<file path="src/hw/rtl/brfr_pkg.sv">
// ----------------------------------------------------------------------------
// brfr_pkg: shared types and codes for the byte ring FIFO with rewind
// Holds the mode and status codes, the decoded operation type, the command
// beat that travels from the front end to the execute unit, and queue status.
// ----------------------------------------------------------------------------
package brfr_pkg;

   // Field widths of the request and response beats.
   localparam int MODE_W   = 3;
   localparam int BYTE_W   = 8;
   localparam int POS_W    = 12;
   localparam int LEN_W    = 13;
   localparam int CAP_W    = 13;
   localparam int STAT_W   = 2;
   localparam int FILL_W   = 13;

   // Request mode codes.
   localparam logic [MODE_W-1:0] MODE_WRITE  = 3'd0;
   localparam logic [MODE_W-1:0] MODE_READ   = 3'd1;
   localparam logic [MODE_W-1:0] MODE_REW_WR = 3'd2;
   localparam logic [MODE_W-1:0] MODE_REW_RD = 3'd3;
   localparam logic [MODE_W-1:0] MODE_CLEAR  = 3'd4;

   // Response status codes.
   localparam logic [STAT_W-1:0] STAT_OK     = 2'd0;
   localparam logic [STAT_W-1:0] STAT_OVER   = 2'd1;
   localparam logic [STAT_W-1:0] STAT_UNDER  = 2'd2;
   localparam logic [STAT_W-1:0] STAT_BADREW = 2'd3;

   // Depth of the command queue between front end and execute unit.
   localparam int CMDQ_DEPTH = 2;

   typedef enum logic [2:0] {
      OP_WRITE  = 3'd0,
      OP_READ   = 3'd1,
      OP_REW_WR = 3'd2,
      OP_REW_RD = 3'd3,
      OP_CLEAR  = 3'd4,
      OP_NOP    = 3'd5
   } op_type;

   typedef struct packed {
      op_type             op;
      logic [BYTE_W-1:0]  wbyte;
      logic [POS_W-1:0]   pos;
      logic [LEN_W-1:0]   len;
   } cmd_type;

   typedef struct packed {
      logic full;
      logic empty;
   } q_stat_type;

endpackage

</file>
<file path="src/hw/rtl/brfr_front.sv">
// ----------------------------------------------------------------------------
// brfr_front: request intake and mode decode
// Takes a request beat, decodes its mode into an operation and holds it in a
// one-entry stage until the command queue has room.
// ----------------------------------------------------------------------------
module brfr_front (
   input  logic                          clock,
   input  logic                          reset,
   input  logic                          start,
   output logic                          busy,
   input  logic [brfr_pkg::MODE_W-1:0]   req_mode,
   input  logic [brfr_pkg::BYTE_W-1:0]   req_write_byte,
   input  logic [brfr_pkg::POS_W-1:0]    req_position,
   input  logic [brfr_pkg::LEN_W-1:0]    req_length,
   input  brfr_pkg::q_stat_type          q_stat,
   output logic                          push,
   output brfr_pkg::cmd_type             push_cmd
);

   logic              vld_ff, vld_in;
   brfr_pkg::cmd_type cmd_ff, cmd_in;
   brfr_pkg::cmd_type dec_cmd;
   logic              accept;

   always_comb begin
      dec_cmd.wbyte = req_write_byte;
      dec_cmd.pos   = req_position;
      dec_cmd.len   = req_length;
      unique case (req_mode)
         brfr_pkg::MODE_WRITE:  dec_cmd.op = brfr_pkg::OP_WRITE;
         brfr_pkg::MODE_READ:   dec_cmd.op = brfr_pkg::OP_READ;
         brfr_pkg::MODE_REW_WR: dec_cmd.op = brfr_pkg::OP_REW_WR;
         brfr_pkg::MODE_REW_RD: dec_cmd.op = brfr_pkg::OP_REW_RD;
         brfr_pkg::MODE_CLEAR:  dec_cmd.op = brfr_pkg::OP_CLEAR;
         default:               dec_cmd.op = brfr_pkg::OP_NOP;
      endcase
   end

   // The held beat moves on whenever the queue has room; a new beat may
   // enter in the same cycle.
   assign push     = vld_ff & ~q_stat.full;
   assign push_cmd = cmd_ff;
   assign busy     = vld_ff & q_stat.full;
   assign accept   = start & ~busy;

   always_comb begin
      vld_in = accept | (vld_ff & ~push);
      cmd_in = accept ? dec_cmd : cmd_ff;
   end

   always_ff @(posedge clock) begin
      if (reset) begin
         vld_ff <= 1'b0;
      end else begin
         vld_ff <= vld_in;
      end
   end

   always_ff @(posedge clock) begin
      cmd_ff <= cmd_in;
   end

endmodule

</file>
<file path="config.mk">
export PLATFORM = sky130hd
export DESIGN_NAME = brfr_front
export DESIGN_NICKNAME = d
export VERILOG_FILES = /design/src/hw/rtl/brfr_pkg.sv /design/src/hw/rtl/brfr_front.sv
export SDC_FILE = /design/constraint.sdc
export NUM_CORES = 1
export LEC_CHECK = 0
export BUFFER_PORTS_ARGS = -buffer_cell sky130_fd_sc_hd__buf_2
export CAP_MARGIN = 0
export CORE_ASPECT_RATIO = 0.9
export CORE_UTILIZATION = 40
export DETAILED_ROUTE_END_ITERATION = 8
export GPL_TIMING_DRIVEN = 0
export PLACE_DENSITY = 0.78
export SLEW_MARGIN = 15
export SYNTH_ARGS = -nofsm -noshare
export SYNTH_HDL_FRONTEND = slang
export SYNTH_SLANG_ARGS = --single-unit
</file>
<file path="constraint.sdc">
create_clock -name clock -period 2.44 [get_ports clock]
set_input_delay 0.244 -clock clock [delete_from_list [all_inputs] [get_ports clock]]
set_output_delay 0.244 -clock clock [all_outputs]
set_load 0.05 [all_outputs]
</file>
==> flow_metrics.py <==
metrics = {
    "placed_design": {
        "gp_congestion": 0.671,
        "dpl-instance-area_sq_um": 1610,
        "io_buffers": 77,
        "placed_cells": 163,
    },
    "sta": {
        "min_period_ns": 1.37,
        "fin_hold_ws_ns": 0.0642,
        "finalSetupTns_ns": 0,
        "slew_headroom_pct": 82.7,
        "tightest_slew_ns": 0.261,
        "hold_violations": 0,
        "max_freq_ghz": 0.727,
        "rsz0062_at_grt": "no",
        "slew_violations": 0,
        "fin_crit_sh_pct": 56.3,
        "fin_skew_ns": 0.00357,
        "setup_viol": 0,
    },
    "finish": {
        "antenna_cells": 0,
        "fin_util_pct": 60.6,
        "nets": 171,
        "stdcell_count": 171,
        "final_area_sq_um": 1670,
        "layout-drive-gt1-share_pct": 67.2,
        "area.growth.synth_to_final_pct": 44.4,
    },
    "die": {
        "fp.dieW_um": 58.6,
        "fp.coreArea_sq_um": 2750,
        "die_h_um": 52.9,
        "rows": 18,
        "dieArea_sq_um": 3100,
        "ios": 79,
        "initial_core_util_pct": 42.0,
    },
    "synth": {
        "synth_edf_count": 36,
        "synth_top_area_cell": "edfxtp_1",
        "syn_avg_cell_area_sq_um": 25.6,
        "synth_nets": 86,
        "netlist_top_cells_area": "edfxtp_1 94%, dfxtp_1 1.7%, and2_4 0.76%, and2b_2 0.76%, nor2b_2 0.76%",
        "syn_inst": 45,
        "ys_seq_area_share_pct": 95.4,
        "ys_types": 10,
        "netlist.area_leader.share_pct": 93.7,
        "async_flop_share_pct": 0,
        "ys_ff_latch": 37,
        "ys.flop_type": "edfxtp_1",
        "ys_warn_count": 0,
        "synth_area_sq_um": 1150,
        "synth_most_common_cell": "edfxtp_1",
    },
    "global_routing": {
        "grt_pass1_wl_mm": 2.84,
        "grt_pass1_vias": 686,
        "grt-ovfl-total": 0,
        "grt_usage_pct": 14.0,
        "antenna_found_initial": 0,
        "grt_max_degree": 33,
    },
    "setup_path": {
        "path_class": "reg -> out",
        "reg2reg_from": "vld_ff",
        "required_ns": 2.20,
        "critPathLaunch": "vld_ff",
        "crit_slowest_cell": "dfxtp_1",
        "end_kind": "output port",
        "cp_num_buf_inv": 1,
        "cp_max_fo": 3,
        "worst_path_dominant_cell_family": "flip-flops",
        "arrival_ns": 1.13,
        "critPathLaunchType": "flip-flop",
        "path_cells": "and2_4 -> buf_2",
        "slowest_delay_ns": 0.37,
    },
    "drt": {
        "wirelength_mm": 2.04,
        "ant_nets": 0,
        "wl_per_cell_um": 11.9,
        "drtIter0Drc": 4,
        "vias": 739,
        "post-route-drc-count": 0,
        "post_drt_via_cell_ratio": 4.32,
        "dr.pass1.iters": 4,
    },
    "clock_network": {
        "cts_resized": 0,
        "cts_root_buffer": "clkbuf_4",
        "cts_setup_buffers": 0,
        "clock_sinks": 37,
        "path_clk_slew_ns": 0.10,
        "clk_latency_ns": 0.33,
        "cts_tree": "done",
        "htree_levels": 2,
        "numCtsBuffers": 5,
        "holdBufCountCts": 0,
        "clock_path_buffers": 2,
    },
    "pwr": {
        "powerDensity_nw_per_um2": 760,
        "vdd_drop_max_uv": 477,
        "leakage_nw": 0.734,
    },
    "job": {
        "max_cap_violations": 0,
    },
    "run_status": {
        "status": "completed",
    },
    "min_path": {
        "hp-class": "in -> reg",
        "hold_start": "reset",
    },
}
[area by class of cell]
cell class                 count  area, sq um
buffer                         1         3.75
sequential                    37         1100
multi-input combinational      7         53.8
clock inverter                 2         10.0
tap                           40         50.0
timing repair buffer          78          405
clock buffer                   6         41.3
fill                         233         1080
[worst reg2reg max path, delay by kind of cell, from the launching register on]
family | cells | cell delay, ns
buf+inv | 1 | 0.23
flops | 1 | 0.34
simple gates | 2 | 0.34
[sequential cells by signal (all words and copies together) (netlist names)]
| register | cells |
|---|---|
| vld_ff | 1 |
| push_cmd | 36 |
[where the power goes]
part / switching [mW] / internal (mW)
sequential: 0.00808 / 0.740
clock: 0.188 / 0.110
combinational: 0.165 / 0.0542
[per-layer routing]
metal	global-route usage (%)	part of all wire, %	up-vias
li1	-	-	343
met1	13.1	34	339
met2	21.8	50	52
met3	10.5	14	5
met4	8.33	2.3	0
met5	0	0	-
[stage by stage]
| stage | total power, mW | setup slack [ns] |
|---|---|---|
| 6_report | 1.27 | 1.07 |
| 5_1_grt | 1.32 | 1.01 |
| 4_1_cts | 1.28 | 1.05 |
| 3_5_place_dp | 0.984 | 1.17 |
| 3_3_place_gp | 0.975 | 0.308 |
| 2_1_floorplan | 0.912 | 0.561 |
[cells by family after synthesis]
| group | Yosys count | share of synthesized area [%] |
|---|---|---|
| AOI/OAI and AO/OA | 2 | 1.08 |
| buffers and inverters | 1 | 0.325 |
| DFF | 37 | 95.4 |
| and+or+nand+nor | 5 | 3.15 |
[placed cells by master (no fill, tap or decap)]
master / count
edfxtp_1: 36
and2b_2: 1
nor2b_1: 1
clkbuf_1: 2
clkbuf_4: 5
nor2b_4: 1
buf_2: 77
nor2_1: 1
and2_4: 1
a21o_1: 1
buf_12: 1
a21oi_1: 1
clkinv_2: 2
dfxtp_1: 1
[final timing paths]
check	end	slack (ns)	cells after the start
worst max-delay path	busy	1.07	2
worst min-delay path	vld_ff	0.06	2
worst max register to register	push_cmd[23]	1.22	3
worst min register to register	vld_ff	0.56	2
(Power assumes the default switching activity.)
