$ cat src/hw/rtl/brfr_pkg.sv
// ----------------------------------------------------------------------------
// brfr_pkg: shared types and codes for the byte ring FIFO with rewind
// Holds the mode and status codes, the decoded operation type, the command
// beat that travels from the front end to the execute unit, and queue status.
// ----------------------------------------------------------------------------
package brfr_pkg;

   // Field widths of the request and response beats.
   localparam int MODE_W   = 3;
   localparam int BYTE_W   = 8;
   localparam int POS_W    = 12;
   localparam int LEN_W    = 13;
   localparam int CAP_W    = 13;
   localparam int STAT_W   = 2;
   localparam int FILL_W   = 13;

   // Request mode codes.
   localparam logic [MODE_W-1:0] MODE_WRITE  = 3'd0;
   localparam logic [MODE_W-1:0] MODE_READ   = 3'd1;
   localparam logic [MODE_W-1:0] MODE_REW_WR = 3'd2;
   localparam logic [MODE_W-1:0] MODE_REW_RD = 3'd3;
   localparam logic [MODE_W-1:0] MODE_CLEAR  = 3'd4;

   // Response status codes.
   localparam logic [STAT_W-1:0] STAT_OK     = 2'd0;
   localparam logic [STAT_W-1:0] STAT_OVER   = 2'd1;
   localparam logic [STAT_W-1:0] STAT_UNDER  = 2'd2;
   localparam logic [STAT_W-1:0] STAT_BADREW = 2'd3;

   // Depth of the command queue between front end and execute unit.
   localparam int CMDQ_DEPTH = 2;

   typedef enum logic [2:0] {
      OP_WRITE  = 3'd0,
      OP_READ   = 3'd1,
      OP_REW_WR = 3'd2,
      OP_REW_RD = 3'd3,
      OP_CLEAR  = 3'd4,
      OP_NOP    = 3'd5
   } op_type;

   typedef struct packed {
      op_type             op;
      logic [BYTE_W-1:0]  wbyte;
      logic [POS_W-1:0]   pos;
      logic [LEN_W-1:0]   len;
   } cmd_type;

   typedef struct packed {
      logic full;
      logic empty;
   } q_stat_type;

endpackage

$ cat src/hw/rtl/brfr_cmdq.sv
// ----------------------------------------------------------------------------
// brfr_cmdq: command queue
// Small FIFO of decoded commands between the front end and the execute unit.
// ----------------------------------------------------------------------------
module brfr_cmdq (
   input  logic                 clock,
   input  logic                 reset,
   input  logic                 push,
   input  brfr_pkg::cmd_type    push_cmd,
   input  logic                 pop,
   output brfr_pkg::cmd_type    pop_cmd,
   output brfr_pkg::q_stat_type q_stat
);

   localparam int QA_W = (brfr_pkg::CMDQ_DEPTH > 1) ? $clog2(brfr_pkg::CMDQ_DEPTH) : 1;
   localparam int QC_W = $clog2(brfr_pkg::CMDQ_DEPTH + 1);
   localparam logic [QA_W-1:0] LAST = QA_W'(brfr_pkg::CMDQ_DEPTH - 1);
   localparam logic [QC_W-1:0] FULL = QC_W'(brfr_pkg::CMDQ_DEPTH);

   brfr_pkg::cmd_type entry_ff [brfr_pkg::CMDQ_DEPTH];
   logic [QA_W-1:0]   wr_ff, wr_in;
   logic [QA_W-1:0]   rd_ff, rd_in;
   logic [QC_W-1:0]   cnt_ff, cnt_in;
   logic              do_push, do_pop;

   assign q_stat.full  = (cnt_ff == FULL);
   assign q_stat.empty = (cnt_ff == '0);
   assign pop_cmd      = entry_ff[rd_ff];

   assign do_push = push & ~q_stat.full;
   assign do_pop  = pop & ~q_stat.empty;

   always_comb begin
      wr_in  = wr_ff;
      rd_in  = rd_ff;
      cnt_in = cnt_ff;
      if (do_push) begin
         wr_in = (wr_ff == LAST) ? '0 : wr_ff + 1'b1;
      end
      if (do_pop) begin
         rd_in = (rd_ff == LAST) ? '0 : rd_ff + 1'b1;
      end
      case ({do_push, do_pop})
         2'b10:   cnt_in = cnt_ff + 1'b1;
         2'b01:   cnt_in = cnt_ff - 1'b1;
         default: cnt_in = cnt_ff;
      endcase
   end

   always_ff @(posedge clock) begin
      if (reset) begin
         wr_ff  <= '0;
         rd_ff  <= '0;
         cnt_ff <= '0;
      end else begin
         wr_ff  <= wr_in;
         rd_ff  <= rd_in;
         cnt_ff <= cnt_in;
      end
   end

   always_ff @(posedge clock) begin
      if (do_push) begin
         entry_ff[wr_ff] <= push_cmd;
      end
   end

endmodule

$ cat config.mk
export PLATFORM = sky130hd
export DESIGN_NAME = brfr_cmdq
export DESIGN_NICKNAME = d
export VERILOG_FILES = /design/src/hw/rtl/brfr_pkg.sv /design/src/hw/rtl/brfr_cmdq.sv
export SDC_FILE = /design/constraint.sdc
export NUM_CORES = 1
export LEC_CHECK = 0
export BUFFER_PORTS_ARGS = -buffer_cell sky130_fd_sc_hd__buf_2
export CAP_MARGIN = 40
export CELL_PAD_IN_SITES_DETAIL_PLACEMENT = 1
export CELL_PAD_IN_SITES_GLOBAL_PLACEMENT = 1
export CORE_ASPECT_RATIO = 1.5
export CORE_MARGIN = 2
export CORE_UTILIZATION = 46
export CTS_CLUSTER_SIZE = 8
export DETAILED_ROUTE_END_ITERATION = 7
export PLACE_DENSITY_LB_ADDON = 0.1
export RECOVER_POWER = 100
export SYNTH_ARGS = -nofsm -noshare
export SYNTH_HDL_FRONTEND = slang
export SYNTH_SLANG_ARGS = --single-unit
$ cat constraint.sdc
create_clock -name clock -period 4.9 [get_ports clock]
set_clock_uncertainty 0.15 [all_clocks]
set_input_delay 0.245 -clock clock [delete_from_list [all_inputs] [get_ports clock]]
set_output_delay 0.245 -clock clock [all_outputs]
set_load 0.02 [all_outputs]
==> results.sh, run 1 <==
export IMPL_status="finished, violations left"
export IMPL_violations="max-capacitance violations, max-slew violations"
export IMPL_postSynthCellCount=138
export IMPL_clkTransAtPathRegs_ns=0.07
export IMPL_via_per_inst=4.88
export IMPL_hp_start="push"
export IMPL_cp_end_kind="flip-flop"
export IMPL_slowest_stage="clkbuf_1"
export IMPL_cts_sinks=77
export IMPL_num_antenna_cells=0
export IMPL_synth_area_leader_cell="edfxtp_1"
export IMPL_timing_slew_headroom=-0.131
export IMPL_synth_common_cells="72 x edfxtp_1, 21 x mux2_2, 15 x mux2_1, 5 x dfxtp_1"
export IMPL_core_mm2=0.00587
export IMPL_worstPathRequired_ns=4.70
export IMPL_netlist_cell_type_count=18
export IMPL_hold_viol_final=0
export IMPL_io_pins=78
export IMPL_cts_buffer_depth=2
export IMPL_grt_pass1_vias=1847
export IMPL_drt_initial_drc_count=84
export IMPL_yosysSeqAreaShare=0.805
export IMPL_clk_insertion_delay_late_ns=0.34
export IMPL_synth_seq_cells=77
export IMPL_synth_net_count=179
export IMPL_wire_per_inst_um=16.7
export IMPL_total_power_uw=1910
export IMPL_synthFlopType="edfxtp_1"
export IMPL_grt_first_pass_wirelength_mm=8.80
export IMPL_cpPeakStageDelay_ns=0.96
export IMPL_first_pass_iters=4
export IMPL_fp_dieH_um=99.8
export IMPL_io_buffer_count=77
export IMPL_stdcell_area_mm2=0.00376
export IMPL_startpoint="cnt_ff[0]"
export IMPL_fmax_mhz=337
export IMPL_synth_edf_count=72
export IMPL_peakVddDrop_v=0.000338
export IMPL_tightest_slew_ns=1.70
export IMPL_met2_usage=0.321
export IMPL_use_met1=0.200
export IMPL_nNetsFinal=301
export IMPL_rows=34
export IMPL_die_w_um=67.8
export IMPL_cp_arrival_ns=2.77
export IMPL_antenna_found_initial=0
export IMPL_start_kind="flip-flop"
export IMPL_synthArstFlopShare=0
export IMPL_gr_usage_met3=0.0486
export IMPL_postCtsHoldBufs=37
export IMPL_timing_rr_start="cnt_ff[0]"
export IMPL_synth_top_area_share=0.769
export IMPL_drive_above_1_share=0.170
export IMPL_grt_overflow=0
export IMPL_grt_max_degree=37
export IMPL_vias=1639
export IMPL_p_leak_uw=0.00129
export IMPL_synth_area_leaders="edfxtp_1 77%, mux2_2 8.4%, mux2_1 6.0%"
export IMPL_finalWorstPathRequiredPeriod_ns=2.97
export IMPL_root_buffer="clkbuf_8"
export IMPL_final_util=0.641
export IMPL_maxSlewViolCount=74
export IMPL_areaGrowthSynthToFinish_pct=33.8
export IMPL_drc=0
export IMPL_rsz0062_at_grt="no"
export IMPL_die_area_mm2=0.00677
export IMPL_dpl_hpwl_mm=3.58
export IMPL_htree_levels=3
export IMPL_numCtsBuffers=9
export IMPL_crit_path_max_fanout=21
export IMPL_initial_utilization=0.479
export IMPL_postCtsResizedCells=0
export IMPL_power_density_mw_per_mm2=509
export IMPL_synthMostInstantiatedCell="edfxtp_1"
export IMPL_finalCritPeriodShare=0.606
export IMPL_ys_warn_count=0
export IMPL_critPathMostFrequentCell="inv_1"
export IMPL_netlist_area_mm2=0.00281
export IMPL_avgSynthCellArea_um2=20.4
export IMPL_grt_busiest_layer="met2"
export IMPL_grtUsageTotal=0.185
export IMPL_ant_nets=0
export IMPL_gp_congestion=0.631
export IMPL_worstPathCellList="nand2b_2 > inv_1 > or3_1 > inv_1 > clkbuf_1"
export IMPL_critical_path_class="flip-flop to flip-flop"
export IMPL_dpl_cell_area_mm2=0.00328
export IMPL_drv_cap=2
export IMPL_setup_viol=0
export IMPL_hold_path_class="input pin to flip-flop"
export IMPL_cts_setup_buffers=0
export IMPL_tns_ns=0
export IMPL_wl_mm=5.60
export IMPL_cts_tree="yes"
## flip-flops by register name, summed over array words and instances (netlist names), named ones only
name,flops
entry_ff,72
cnt_ff,2
rd_ff,1
wr_ff,1
## layout make-up
type / count / area [um^2]
Sequential cell: 77 / 2260
Clock inverter: 4 / 73.8
Timing Repair Buffer: 115 / 676
Clock buffer: 11 / 131
Multi-Input combinational cell: 54 / 518
Fill cell: 575 / 2110
Inverter: 3 / 11.3
Tap cell: 72 / 90.1
## cells in the final DEF (no fill, tap or decap), types with 2 or more instances in the layout
cell type	netlist	routed
edfxtp_1	72	72
clkbuf_1	0	70
dlygate4sd3_1	0	37
mux2_2	21	21
mux2_1	15	15
buf_2	4	10
clkbuf_8	0	9
dfxtp_1	5	5
nor2_1	4	4
inv_1	2	3
or3_1	2	2
xnor2_1	2	2
o21ai_0	2	2
a21oi_1	2	2
bufinv_16	0	2
## power by group
part | switching (uW) | internal, uW | leakage, uW
clock network | 214 | 285 | 0.000103
registers | 73.6 | 835 | 0.000715
logic | 307 | 200 | 0.000476
## kinds of logic after synthesis
kind of cell	synth area share
muxes	0.144
DFF	0.805
AOI/OAI and AO/OA	0.00979
xor gates and xnor gates	0.00935
and+or+nand+nor	0.0165
adders and majority gates	0.00445
buffers and inverters	0.0111
## final timing paths
check | end | slack, ns | depth (start not counted)
max | entry_ff[0][21] | 1.93 | 5
min | wr_ff | 0.15 | 4
max reg2reg | entry_ff[0][21] | 1.93 | 5
min reg2reg | wr_ff | 0.36 | 2
## through the flow
step	hold WS [ns]	worst slack (ns)	std cells
floorplan	0.164	2.70	138
global placement	0.283	2.67	284
detailed placement	0.287	2.53	284
CTS	0.138	2.52	336
global route	0.171	1.67	336
finish	0.150	1.93	336
## worst max-delay path, delay by kind of cell (launching register included)
kind                   cells  cell delay, ns
buffers and inverters      3            1.50
AND/OR/NAND/NOR            2            0.50
flip-flops                 1            0.41
## per-layer routing
layer / vias up / part of all wire
met1: 793 / 0.38
met5: - / 0
met2: 58 / 0.55
li1: 775 / -
met3: 13 / 0.044
met4: 0 / 0.026
No activity file was read; power rests on OpenSTA's default activity.
==> inputs of run 2 (changes only) <==
Settings changed: CORE_UTILIZATION 46 to 43.
Clock period 4.9 ns to 3.1 ns, I/O delays scaled along.
==> run 2 against run 1 <==
  * Global-route usage shrank 2.1 points
  * Register-to-register slack lost 1.2 ns
  * The run now ends clean
  * Worst hold slack lost 0.072 ns
  * Cell count grew 1.5%
  * Critical path type unchanged
  * Largest cell class unchanged
==> results.sh, run 2 (synthesis results as in run 1) <==
export IMPL_critical_path_depth=5
export IMPL_slowest_stage="clkbuf_2"
export IMPL_maxSlewViolCount=0
export IMPL_layout_commonest_cell="edfxtp_1"
export IMPL_clkTransAtPathRegs_ns=0.07
export IMPL_areaGrowthSynthToFinish_pct=34.4
export IMPL_io_buffer_count=77
export IMPL_core_mm2=0.00640
export IMPL_tightest_slew_ns=0.967
export IMPL_critical_path_class="flip-flop to flip-flop"
export IMPL_setup_viol=0
export IMPL_drive_above_1_share=0.196
export IMPL_grt_first_pass_wirelength_mm=8.63
export IMPL_finalCritPeriodShare=0.757
export IMPL_die_w_um=70.0
export IMPL_gp_congestion=0.723
export IMPL_crit_path_end="entry_ff[0][30]"
export IMPL_io_pins=78
export IMPL_first_pass_iters=4
export IMPL_antenna_found_initial=0
export IMPL_vias=1643
export IMPL_largest_register="entry_ff"
export IMPL_drv_cap=0
export IMPL_worstPathRequired_ns=2.91
export IMPL_reg2reg_to="entry_ff[0][30]"
export IMPL_cp_arrival_ns=2.16
export IMPL_fmax_mhz=426
export IMPL_rows=36
export IMPL_timing_rr_start="cnt_ff[0]"
export IMPL_crit_family="buffers and inverters"
export IMPL_ant_nets=0
export IMPL_die_area_mm2=0.00721
export IMPL_dp_slack_ns=1.12
export IMPL_critPathMostFrequentCell="inv_1"
export IMPL_htree_levels=3
export IMPL_power_density_mw_per_mm2=798
export IMPL_wire_per_inst_um=16.0
export IMPL_dpl_hpwl_mm=3.43
export IMPL_initial_utilization=0.440
export IMPL_worstPathCellList="nand2b_2 > inv_1 > or3_1 > inv_1 > clkbuf_2"
export IMPL_finalWorstPathRequiredPeriod_ns=2.35
export IMPL_cpPeakStageDelay_ns=0.73
export IMPL_grt_overflow=0
export IMPL_tns_ns=0
export IMPL_postCtsHoldBufs=37
export IMPL_status="complete, no violations"
export IMPL_clk_insertion_delay_late_ns=0.34
export IMPL_drt_initial_drc_count=92
export IMPL_cp_end_kind="flip-flop"
export IMPL_nNetsFinal=301
export IMPL_cts_sinks=77
export IMPL_peakVddDrop_v=0.000467
export IMPL_timing_slew_headroom=0.356
export IMPL_wl_mm=5.47
export IMPL_largest_reg_flops=72
export IMPL_fp_dieH_um=103
export IMPL_cts_setup_buffers=0
export IMPL_layout_common_cells="72 x edfxtp_1, 63 x clkbuf_1, 37 x dlygate4sd3_1"
export IMPL_hold_viol_final=0
export IMPL_p_leak_uw=0.00131
export IMPL_setup_slack_ns=0.755
export IMPL_grt_pass1_vias=1820
export IMPL_grt_max_degree=37
export IMPL_via_per_inst=4.82
export IMPL_crit_path_max_fanout=36
export IMPL_layout_top_registers="entry_ff (72), cnt_ff (2)"
export IMPL_drc=0
export IMPL_hold_path_class="input pin to flip-flop"
export IMPL_cts_tree="yes"
export IMPL_grtUsageTotal=0.163
export IMPL_num_antenna_cells=0
export IMPL_postCtsResizedCells=0
export IMPL_cts_buffer_depth=2
export IMPL_worst_path_buf_inv=3
export IMPL_rr_worst_depth=5
export IMPL_root_buffer="clkbuf_8"
export IMPL_rsz0062_at_grt="no"
export IMPL_numCtsBuffers=9
export IMPL_startpoint="cnt_ff[0]"
export IMPL_start_kind="flip-flop"
export IMPL_ff2ff_setup_slack_ns=0.75
-- run 2: cell count changes in the layout (fill, tap and decap cells not counted), moves of 2 or more --
cell / delta
clkbuf_1: -7
buf_2: +4
clkbuf_2: +2
clkinv_1: +2
-- run 2: power breakdown --
part / internal, uW / switching, uW
Clock: 445 / 337
Combinational: 311 / 484
Sequential: 1320 / 117
-- run 2: layout make-up --
cell class / count / area, um^2
fillers: 620 / 2620
flip-flops and latches: 77 / 2260
repair buffers: 115 / 683
multi-input cells: 54 / 519
clock buffers: 10 / 128
well taps: 76 / 95.1
clock inverters: 6 / 77.6
inverters: 3 / 11.3
-- run 2: how the worst min path moves through the flow --
stage / slack, ns / depth (start not counted) / startpoint / end
6_report: 0.08 / 4 / push / wr_ff
5_1_grt: 0.09 / 4 / push / wr_ff
4_1_cts: 0.04 / 4 / push / wr_ff
3_5_place_dp: 0.20 / 1 / push_cmd[34] / entry_ff[0][34]
3_3_place_gp: 0.19 / 1 / push_cmd[2] / entry_ff[1][2]
2_1_floorplan: 0.07 / 1 / reset / cnt_ff[1]
-- run 2: metal layers --
metal  global-route usage  wire [um]  vias up
li1                     -          -      771
met1                0.168       2090      819
met2                0.300       3070       47
met3               0.0557        227        6
met4               0.0754         74        0
met5                    0          0        -
-- run 2: worst min-delay path, stage by stage --
cell     delay [ns]
buf_2          0.12
inv_1          0.06
or3_1          0.12
a21oi_1        0.07
-- run 2: stage by stage --
step                power [uW]  cell area [um^2]  cells  hold WS [ns]  utilization
floorplan                 1990              2810    138        0.0741            -
global placement          2240              3280    288         0.194        0.513
detailed placement        2280              3280    288         0.198        0.513
CTS                       3100              3860    341        0.0401        0.603
global route              3180              3780    341        0.0902        0.591
finish                    3010              3780    341        0.0785        0.591
